$ cat config.mk
export PLATFORM = sky130hd
export DESIGN_NAME = cartridge_bank_mapper_unit
export DESIGN_NICKNAME = d
export VERILOG_FILES = /design/src/hw/rtl/cbm_pkg.sv /design/src/hw/rtl/cartridge_bank_mapper_unit.sv /design/src/hw/rtl/cbm_ctrl.sv /design/src/hw/rtl/cbm_datapath.sv
export SDC_FILE = /design/constraint.sdc
export NUM_CORES = 1
export LEC_CHECK = 0
export BUFFER_PORTS_ARGS = -buffer_cell sky130_fd_sc_hd__buf_2
export CORE_UTILIZATION = 45
export CTS_CLUSTER_DIAMETER = 100
export DETAILED_ROUTE_END_ITERATION = 16
export GPL_TIMING_DRIVEN = 0
export PLACE_DENSITY_LB_ADDON = 0.08
export SLEW_MARGIN = 20
export SYNTH_ARGS = -nofsm -noshare
export SYNTH_HDL_FRONTEND = slang
export SYNTH_HIERARCHICAL = 1
export SYNTH_SLANG_ARGS = --single-unit
$ cat constraint.sdc
create_clock -name clk -period 3.9 [get_ports clk]
set_input_delay 0.585 -clock clk [delete_from_list [all_inputs] [get_ports clk]]
set_output_delay 0.585 -clock clk [all_outputs]
set_load 0.01 [all_outputs]
$ cat src/hw/rtl/cbm_pkg.sv
`default_nettype none
// ----------------------------------------------------------------------------
// cbm_pkg
// Shared types, codes and constants of the cartridge bank mapper.
// ----------------------------------------------------------------------------
package cbm_pkg;

	// bus access kinds
	localparam logic [1:0] CMD_ROM_READ  = 2'd0;
	localparam logic [1:0] CMD_REG_WRITE = 2'd1;
	localparam logic [1:0] CMD_RAM_READ  = 2'd2;
	localparam logic [1:0] CMD_RAM_WRITE = 2'd3;

	// configuration register indexes
	localparam logic [1:0] CFG_ROM_BANK_COUNT = 2'd0;
	localparam logic [1:0] CFG_RAM_BANK_COUNT = 2'd1;

	// address map
	localparam logic [15:0] ENABLE_END    = 16'h1FFF;
	localparam logic [15:0] ROM_BANK_END  = 16'h3FFF;
	localparam logic [15:0] BANK_SEL_END  = 16'h5FFF;
	localparam logic [15:0] ROM_FIXED_END = 16'h3FFF;
	localparam logic [15:0] ROM_WIN_BASE  = 16'h4000;
	localparam logic [15:0] RAM_BASE      = 16'hA000;

	localparam int ROM_BANK_SHIFT = 14;
	localparam int RAM_BANK_SHIFT = 13;

	localparam logic [3:0]  RAM_ENABLE_KEY = 4'hA;
	localparam logic [7:0]  RAM_SEL_MAX    = 8'h03;
	localparam logic [7:0]  RTC_SEL_MIN    = 8'h08;
	localparam logic [7:0]  RTC_SEL_MAX    = 8'h0C;
	localparam logic [23:0] RTC_MARKER     = 24'hFFFFFF;

	// reset values
	localparam logic [7:0] ROM_COUNT_RESET = 8'd2;
	localparam logic [2:0] RAM_COUNT_RESET = 3'd1;
	localparam logic [6:0] ROM_BANK_RESET  = 7'd1;
	localparam logic [6:0] ROM_MOD_RESET   = 7'd1;

	// shift-subtract remainder: one dividend bit per step, MSB first
	localparam logic [2:0] MOD_MSB = 3'd6;

	typedef enum logic [0:0] {
		ST_READY,
		ST_MOD
	} state_t;

	typedef struct packed {
		logic       item_take;
		logic       cfg_take;
		logic       mod_clear;
		logic       mod_step;
		logic       mod_last;
		logic [2:0] mod_bit;
	} cmd_t;

	typedef struct packed {
		logic out_room;
		logic item_sets_bank;
		logic cfg_sets_count;
	} stat_t;

endpackage
`default_nettype wire

$ cat src/hw/rtl/cartridge_bank_mapper_unit.sv
`default_nettype none
// Latency: a result appears in the output register in the cycle after its access transfers.
// Throughput: one access per cycle while results are taken; a waiting result holds off input.
// A ROM bank select write or a ROM bank count write starts the shift-subtract remainder
// unit, which retires one bank bit per cycle while input and config are held off.
// Reset (arst_n low): bank count 2, RAM bank count 1, ROM bank 1, RAM disabled, RTC mode.
// ----------------------------------------------------------------------------
// cartridge_bank_mapper_unit
// Translates cartridge bus accesses to ROM/RAM offsets through bank registers.
// ----------------------------------------------------------------------------
module cartridge_bank_mapper_unit (
	input  wire         clk,
	input  wire         arst_n,
	input  wire         s_axis_tvalid,
	output logic        s_axis_tready,
	input  wire  [23:0] s_axis_tdata,  // [15:0] address, [23:16] data
	input  wire  [1:0]  s_axis_tuser,  // [1:0] command
	output logic        m_axis_tvalid,
	input  wire         m_axis_tready,
	output logic [31:0] m_axis_tdata,  // [27:0] mapped_address, [31:28] zero
	output logic [0:0]  m_axis_tuser,  // [0] valid_res
	input  wire         cfg_valid,
	output logic        cfg_ready,
	input  wire  [1:0]  cfg_index,
	input  wire  [7:0]  cfg_data
);
	import cbm_pkg::*;

	cmd_t        cmd;
	stat_t       stat;
	logic        in_ready;
	logic        cfg_rdy;
	logic [27:0] mapped_address;
	logic        valid_res;

	cbm_ctrl u_ctrl (
		.clk       (clk),
		.arst_n    (arst_n),
		.in_valid  (s_axis_tvalid),
		.cfg_valid (cfg_valid),
		.stat      (stat),
		.in_ready  (in_ready),
		.cfg_ready (cfg_rdy),
		.cmd       (cmd)
	);

	cbm_datapath u_datapath (
		.clk            (clk),
		.arst_n         (arst_n),
		.command        (s_axis_tuser),
		.address        (s_axis_tdata[15:0]),
		.data           (s_axis_tdata[23:16]),
		.cfg_index      (cfg_index),
		.cfg_data       (cfg_data),
		.cmd            (cmd),
		.stat           (stat),
		.out_valid      (m_axis_tvalid),
		.out_ready      (m_axis_tready),
		.mapped_address (mapped_address),
		.valid_res      (valid_res)
	);

	assign s_axis_tready   = in_ready;
	assign cfg_ready       = cfg_rdy;
	assign m_axis_tdata    = {4'b0000, mapped_address};
	assign m_axis_tuser[0] = valid_res;

endmodule
`default_nettype wire

$ cat src/hw/rtl/cbm_ctrl.sv
`default_nettype none
// ----------------------------------------------------------------------------
// cbm_ctrl
// Controller: handshakes and the sequencing of the bank remainder steps.
// ----------------------------------------------------------------------------
module cbm_ctrl (
	input  wire           clk,
	input  wire           arst_n,
	input  wire           in_valid,
	input  wire           cfg_valid,
	input  cbm_pkg::stat_t stat,
	output logic          in_ready,
	output logic          cfg_ready,
	output cbm_pkg::cmd_t cmd
);
	import cbm_pkg::*;

	state_t     state_q;
	state_t     state_d;
	logic [2:0] step_q;
	logic       restart;

	always_comb begin
		in_ready      = 1'b0;
		cfg_ready     = 1'b0;
		cmd           = '0;
		cmd.mod_bit   = MOD_MSB - step_q;
		cmd.mod_last  = 1'b0;
		case (state_q)
			ST_READY: begin
				in_ready      = stat.out_room;
				cfg_ready     = 1'b1;
				cmd.item_take = in_valid && stat.out_room;
				cmd.cfg_take  = cfg_valid;
				cmd.mod_clear = restart;
			end
			ST_MOD: begin
				cmd.mod_step = 1'b1;
				cmd.mod_last = (step_q == MOD_MSB);
			end
			default: begin
				cmd = '0;
			end
		endcase
	end

	// a new bank or bank count needs a fresh remainder
	assign restart = (in_valid && stat.out_room && stat.item_sets_bank)
		|| (cfg_valid && stat.cfg_sets_count);

	always_comb begin
		state_d = state_q;
		case (state_q)
			ST_READY: begin
				if (restart) begin
					state_d = ST_MOD;
				end
			end
			ST_MOD: begin
				if (step_q == MOD_MSB) begin
					state_d = ST_READY;
				end
			end
			default: begin
				state_d = ST_READY;
			end
		endcase
	end

	always_ff @(posedge clk or negedge arst_n) begin
		if (!arst_n) begin
			state_q <= ST_READY;
			step_q  <= '0;
		end else begin
			state_q <= state_d;
			// advance only while the sequence continues, so the count rests at zero
			if ((state_q == ST_MOD) && (state_d == ST_MOD)) begin
				step_q <= step_q + 3'd1;
			end else begin
				step_q <= '0;
			end
		end
	end

`ifndef ASSERT_OFF
	a_no_take_busy: assert property (@(posedge clk) disable iff (!arst_n)
		(state_q == ST_MOD) |-> (!in_ready && !cfg_ready))
		else $error("transfer offered while remainder busy");

	a_seq_len: assert property (@(posedge clk) disable iff (!arst_n)
		(cmd.mod_clear) |=> ##6 (cmd.mod_last))
		else $error("remainder sequence length wrong");

	a_last_returns: assert property (@(posedge clk) disable iff (!arst_n)
		(cmd.mod_last) |=> (state_q == ST_READY))
		else $error("controller did not return after last step");
`endif

endmodule
`default_nettype wire

$ cat src/hw/rtl/cbm_datapath.sv
`default_nettype none
// ----------------------------------------------------------------------------
// cbm_datapath
// Bank registers, shift-subtract remainder unit and address translation.
// ----------------------------------------------------------------------------
module cbm_datapath (
	input  wire           clk,
	input  wire           arst_n,
	input  wire  [1:0]    command,
	input  wire  [15:0]   address,
	input  wire  [7:0]    data,
	input  wire  [1:0]    cfg_index,
	input  wire  [7:0]    cfg_data,
	input  cbm_pkg::cmd_t cmd,
	output cbm_pkg::stat_t stat,
	output logic          out_valid,
	input  wire           out_ready,
	output logic [27:0]   mapped_address,
	output logic          valid_res
);
	import cbm_pkg::*;

	logic [7:0]  rom_count_q;
	logic [2:0]  ram_count_q;
	logic [3:0]  enable_q;
	logic [6:0]  rom_bank_q;
	logic [1:0]  ram_bank_q;
	logic        ram_mode_q;
	logic [3:0]  rtc_sel_q;
	logic [6:0]  rem_q;

	logic        out_valid_q;
	logic [27:0] out_addr_q;
	logic        out_ok_q;

	logic [8:0]  divisor;
	logic [7:0]  trial;
	logic [8:0]  diff;
	logic [6:0]  rem_next;
	logic [15:0] rom_off;
	logic [15:0] ram_off;
	logic [27:0] res_addr;
	logic        res_ok;
	logic [6:0]  bank_wr;

	// count of zero stands for 256 banks
	assign divisor  = {(rom_count_q == 8'd0), rom_count_q};
	assign trial    = {rem_q, rom_bank_q[cmd.mod_bit]};
	assign diff     = {1'b0, trial} - divisor;
	assign rem_next = ({1'b0, trial} >= divisor) ? diff[6:0] : trial[6:0];

	assign bank_wr  = (data[6:0] == 7'd0) ? ROM_BANK_RESET : data[6:0];

	assign stat.out_room       = !out_valid_q || out_ready;
	assign stat.item_sets_bank = (command == CMD_REG_WRITE)
		&& (address > ENABLE_END) && (address <= ROM_BANK_END);
	assign stat.cfg_sets_count = (cfg_index == CFG_ROM_BANK_COUNT);

	assign rom_off = address - ROM_WIN_BASE;
	assign ram_off = address - RAM_BASE;

	always_comb begin
		res_addr = '0;
		res_ok   = 1'b1;
		case (command)
			CMD_ROM_READ: begin
				if (address <= ROM_FIXED_END) begin
					res_addr = 28'(address);
				end else begin
					res_addr = 28'(rom_off) + (28'(rem_q) << ROM_BANK_SHIFT);
				end
			end
			CMD_REG_WRITE: begin
				res_addr = '0;
			end
			CMD_RAM_READ, CMD_RAM_WRITE: begin
				if (enable_q != RAM_ENABLE_KEY) begin
					res_ok = 1'b0;
				end else if (!ram_mode_q) begin
					res_addr = {rtc_sel_q, RTC_MARKER};
				end else if (ram_count_q > 3'd1) begin
					res_addr = 28'(ram_off) + (28'(ram_bank_q) << RAM_BANK_SHIFT);
				end else if (ram_count_q == 3'd1) begin
					res_addr = 28'(ram_off);
				end else begin
					res_ok = 1'b0;
				end
			end
			default: begin
				res_ok = 1'b0;
			end
		endcase
	end

	always_ff @(posedge clk or negedge arst_n) begin
		if (!arst_n) begin
			rom_count_q <= ROM_COUNT_RESET;
			ram_count_q <= RAM_COUNT_RESET;
			enable_q    <= '0;
			rom_bank_q  <= ROM_BANK_RESET;
			ram_bank_q  <= '0;
			ram_mode_q  <= 1'b0;
			rtc_sel_q   <= '0;
			rem_q       <= ROM_MOD_RESET;
			out_valid_q <= 1'b0;
		end else begin
			if (cmd.cfg_take) begin
				case (cfg_index)
					CFG_ROM_BANK_COUNT: rom_count_q <= cfg_data;
					CFG_RAM_BANK_COUNT: ram_count_q <= cfg_data[2:0];
					default: begin
						rom_count_q <= rom_count_q;
					end
				endcase
			end
			if (cmd.item_take && (command == CMD_REG_WRITE)) begin
				if (address <= ENABLE_END) begin
					enable_q <= data[3:0];
				end else if (address <= ROM_BANK_END) begin
					rom_bank_q <= bank_wr;
				end else if (address <= BANK_SEL_END) begin
					if (data <= RAM_SEL_MAX) begin
						ram_mode_q <= 1'b1;
						ram_bank_q <= data[1:0];
					end else if ((data >= RTC_SEL_MIN) && (data <= RTC_SEL_MAX)) begin
						ram_mode_q <= 1'b0;
						rtc_sel_q  <= data[3:0];
					end
				end
			end
			if (cmd.mod_clear) begin
				rem_q <= '0;
			end else if (cmd.mod_step) begin
				rem_q <= rem_next;
			end
			if (cmd.item_take) begin
				out_valid_q <= 1'b1;
			end else if (out_ready) begin
				out_valid_q <= 1'b0;
			end
		end
	end

	// result payload, no reset
	always_ff @(posedge clk) begin
		if (cmd.item_take) begin
			out_addr_q <= res_addr;
			out_ok_q   <= res_ok;
		end
	end

	assign out_valid      = out_valid_q;
	assign mapped_address = out_addr_q;
	assign valid_res      = out_ok_q;

`ifndef ASSERT_OFF
	a_rem_below_div: assert property (@(posedge clk) disable iff (!arst_n)
		(cmd.mod_last) |=> ({2'b00, rem_q} < divisor) && (rem_q <= rom_bank_q))
		else $error("bank remainder out of range");

	a_bank_nonzero: assert property (@(posedge clk) disable iff (!arst_n)
		(rom_bank_q != 7'd0))
		else $error("ROM bank register holds zero");

	a_take_fills: assert property (@(posedge clk) disable iff (!arst_n)
		(cmd.item_take) |=> (out_valid_q))
		else $error("accepted access left no result");
`endif

endmodule
`default_nettype wire
* Yosys cells after proc, flatten, opt, wreduce, memory -nomap -nowiden *
Index checks and enable logic that the tools add are counted.

storage, ports and cells
  word-level logic and storage cells = 95
  bits in registers = 70
  output and inout bits = 36

operators by class
  $lt $le $gt $ge = 10
  bitwise operators = 4
  reductions and logical operators = 26
  mux-type cells = 28
  eq/ne operators = 7
  $add $sub $neg = 7

operators with widths
  cell                    number
  $mux 28                 4
  $pmux 28 s3             1
  $mux 7                  4
  $add 16x21->22          1
  $add 16x15->17          1
  $gt 16x13->1 const B    1
  $le 16x13->1 const B    1
  $le 16x14->1 const B    1
  $le 16x15->1 const B    1
  $mux 16                 1
  $sub 16x15->16 const B  1
  $sub 16x16->16 const B  1
  $mux 1                  13
  $reduce_and 5->1        2
  $ge 8x9->1              1
  $ge 8x4->1 const B      1
  $le 8x2->1 const B      1
  $le 8x4->1 const B      1
  $logic_and 1x1->1       8
  $logic_not 8->1         1
  $logic_not 7->1         1
  $sub 7x7->7             1
  $mux 3                  2
  $reduce_and 2->1        3
  20 further kinds        29

* Longest topological paths before layout *
  depth after elaboration = 9
  gate-level depth with buffers = 13

* Cells and area by module *
Netlist, hierarchy kept.

modules (own cells, without submodules)
  module                      area each (um2)  instances  cells each  sequential area each (um2)
  cbm_datapath                3498.4           1          300         1771.7
  cbm_ctrl                    236.5            1          24          100.1
  cartridge_bank_mapper_unit  33.8             1          5           0.0

* Worst setup path after synthesis *
No wires, ideal clock.

  path kind = in2reg
  from = in m_axis_tready
  to = reg u_datapath.rtc_sel_q[0]
  stages = 7
  buffers on the path = 1
  library setup time = 125 ps
  arrival time = 2818 ps
  path slack = 957 ps
  cells stage by stage = nand2b_1 > nor2b_1 > and2_1 > nand4_1 > or3_1 > buf_6 > mux2_4

RTL lines
  what                  line                              text
  start, declared       cartridge_bank_mapper_unit.sv:19  input wire m_axis_tready,
  end signal, assigned  cbm_datapath.sv:127               rtc_sel_q <= data[3:0];
  end, declared         cbm_datapath.sv:29                logic [3:0] rtc_sel_q;

==> results.sh <==
export IMPL_clockBufferDepth=2
export IMPL_vias_per_cell=5.26
export IMPL_syn_avg_cell_area_um2=11.5
export IMPL_worst_path_max_fanout=4
export IMPL_hold_path_class="input port to asynchronous set/reset pin"
export IMPL_clock_skew_ns=0.0140
export IMPL_top_usage_layer="met2"
export IMPL_critPathTopFamily="adder cells"
export IMPL_start_kind="flip-flop"
export IMPL_endpoint_kind="flip-flop"
export IMPL_p_leak_nw=2.06
export IMPL_period_share_pct=83.4
export IMPL_drt_iter0_markers=102
export IMPL_grt_max_degree=42
export IMPL_gp_congestion=0.818
export IMPL_areaGrowthSynthToFinish_pct=18.2
export IMPL_finalMaxSlewViolations=0
export IMPL_synthesis_area_um2=3760
export IMPL_num_rows=32
export IMPL_power_density_nw_per_um2=650
export IMPL_core_um2=7890
export IMPL_finalSetupViolCount=0
export IMPL_ctsHoldBuffers=0
export IMPL_grt_pass1_wl_um=12900
export IMPL_antenna_left=0
export IMPL_use_met1_pct=26.2
export IMPL_crit_path_cell_trace="ha_1 -> xnor2_1 -> mux4_2 -> mux2i_1 -> ha_1 -> inv_1 -> fa_1 -> a41o_1 -> a21oi_1 -> o21bai_1 -> xnor2_1 -> o211ai_1"
export IMPL_use_met2_pct=30.2
export IMPL_final_core_util_pct=56.4
export IMPL_port_buffers=72
export IMPL_dieArea_um2=8730
export IMPL_cts_setup_buffers=0
export IMPL_max_cap_violations=0
export IMPL_ctsResizeCount=0
export IMPL_relSlewSlack_pct=39.4
export IMPL_grtUsageTotal_pct=19.1
export IMPL_dp_hpwl_um=5750
export IMPL_postSynthCellCount=328
export IMPL_cts_tree="built"
export IMPL_required_ns=4.16
export IMPL_yosys_warnings=6
export IMPL_setup_tns_ns=0
export IMPL_die_height_um=93.4
export IMPL_drc=0
export IMPL_fin_nets=476
export IMPL_io_pins=77
export IMPL_cp_slowest_cell="fa_1"
export IMPL_fmaxAchievable_ghz=0.308
export IMPL_cts_made_buffers=9
export IMPL_arrival_ns=3.51
export IMPL_antenna_found_initial=0
export IMPL_whs_ns=0.370
export IMPL_antenna_cells=0
export IMPL_met3_usage_pct=3.50
export IMPL_die_w_um=93.4
export IMPL_drtPass1Iterations=6
export IMPL_ir_drop_v=0.000377
export IMPL_crit_type="flip-flop to flip-flop"
export IMPL_hold_viol=0
export IMPL_status="completed"
export IMPL_first_global_vias=2657
export IMPL_wire_per_inst_um=14.4
export IMPL_clk_pin_slew_worst_paths_ns=0.07
export IMPL_vias=2740
export IMPL_htreeDepth=3
export IMPL_clock_sinks=69
export IMPL_regArea_um2=1870
export IMPL_grt_overflow=0
export IMPL_rsz0062_at_grt="no"
export IMPL_critPathBufInv=1
export IMPL_initial_core_util_pct=47.7
export IMPL_cts_root_buf="clkbuf_8"
export IMPL_insertion_delay_ns=0.35
export IMPL_worstMarginPinSlew_ns=0.908
export IMPL_fillers=695
export IMPL_cpPeakStageDelay_ns=0.43
export IMPL_wl_um=7500
export IMPL_multi_input_area_um2=1750
export IMPL_layout_drive_gt1_share_pct=31.0
export IMPL_min_period_ns=3.25
==> stage by stage <==
stage                     cell area, um2  worst slack [ns]  instances  power, W
after detailed placement            4260             0.661        505   0.00234
final                               4450             0.648        521   0.00289
after floorplan                     3770             0.957        331   0.00201
after global placement              4260             0.624        505   0.00231
after global routing                4450             0.495        521   0.00311
after CTS                           4450             0.651        521   0.00290
==> sequential cells by signal, indices dropped and copies added (netlist names), 2 cells and up <==
name / cells
u_datapath/ram_count_q: 3
u_datapath/rom_bank_q: 7
u_datapath/rtc_sel_q: 4
u_datapath/ram_bank_q: 2
u_datapath/mapped_address: 27
u_ctrl/step_q: 3
u_datapath/enable_q: 4
u_datapath/rom_count_q: 8
u_datapath/rem_q: 7
==> power breakdown <==
| group | internal [W] | switching [W] | total [W] |
|---|---|---|---|
| registers | 0.000984 | 0.000148 | 0.00113 |
| logic | 0.000546 | 0.000653 | 0.00120 |
| clock network | 0.000293 | 0.000267 | 0.000559 |
| total | 0.00182 | 0.00107 | 0.00289 |
==> area by class of cell <==
class / count / share of cell area, %
plain buffers: 13 / 1.89
clock inverters: 5 / 1.18
flip-flops and latches: 69 / 42.1
repair buffers: 72 / 8.10
well taps: 102 / 2.87
inverters: 19 / 1.60
multi-input cells: 230 / 39.3
clock buffers: 11 / 2.95
==> layer usage <==
| layer | wire, um | vias up | part of all wire, % |
|---|---|---|---|
| met5 | 0 | - | 0 |
| li1 | - | 1359 | - |
| met4 | 57 | 0 | 0.76 |
| met2 | 3340 | 94 | 45 |
| met1 | 3720 | 1282 | 50 |
| met3 | 386 | 5 | 5.1 |
==> final timing paths <==
path,from,end,slack (ns),depth (start not counted)
setup / recovery,u_ctrl/step_q[0],u_datapath/rem_q[6],0.65,12
hold / removal,arst_n,u_ctrl/step_q[2],0.37,1
setup reg to reg,u_ctrl/step_q[0],u_datapath/rem_q[6],0.65,12
hold reg to reg,u_datapath/rtc_sel_q[3],u_datapath/rtc_sel_q[3],0.46,1
max in group asynchronous,arst_n,u_datapath/rem_q[2],2.96,1
min in group clk,cfg_data[4],u_datapath/rom_count_q[4],0.44,3
==> cells in the final DEF (no fill, tap or decap), types with 3 or more instances in the layout <==
master,instances
dfrtp_1,37
nand3_1,9
mux2_4,3
nand4_1,4
clkbuf_8,9
inv_1,18
buf_4,7
nor3_1,3
clkbuf_1,6
buf_2,73
xnor2_1,10
fa_1,3
conb_1,4
nand2b_1,4
nor2_1,11
mux2i_1,4
and2_1,4
and3_1,4
o21ai_0,19
ha_1,18
o22ai_1,3
a21o_1,6
o21a_1,16
mux2_2,17
nand2_1,25
a21oi_1,12
clkinv_2,3
nor2b_1,6
dfstp_2,4
edfxtp_1,28
o211ai_1,7
Power figures use the tool's default switching activity.
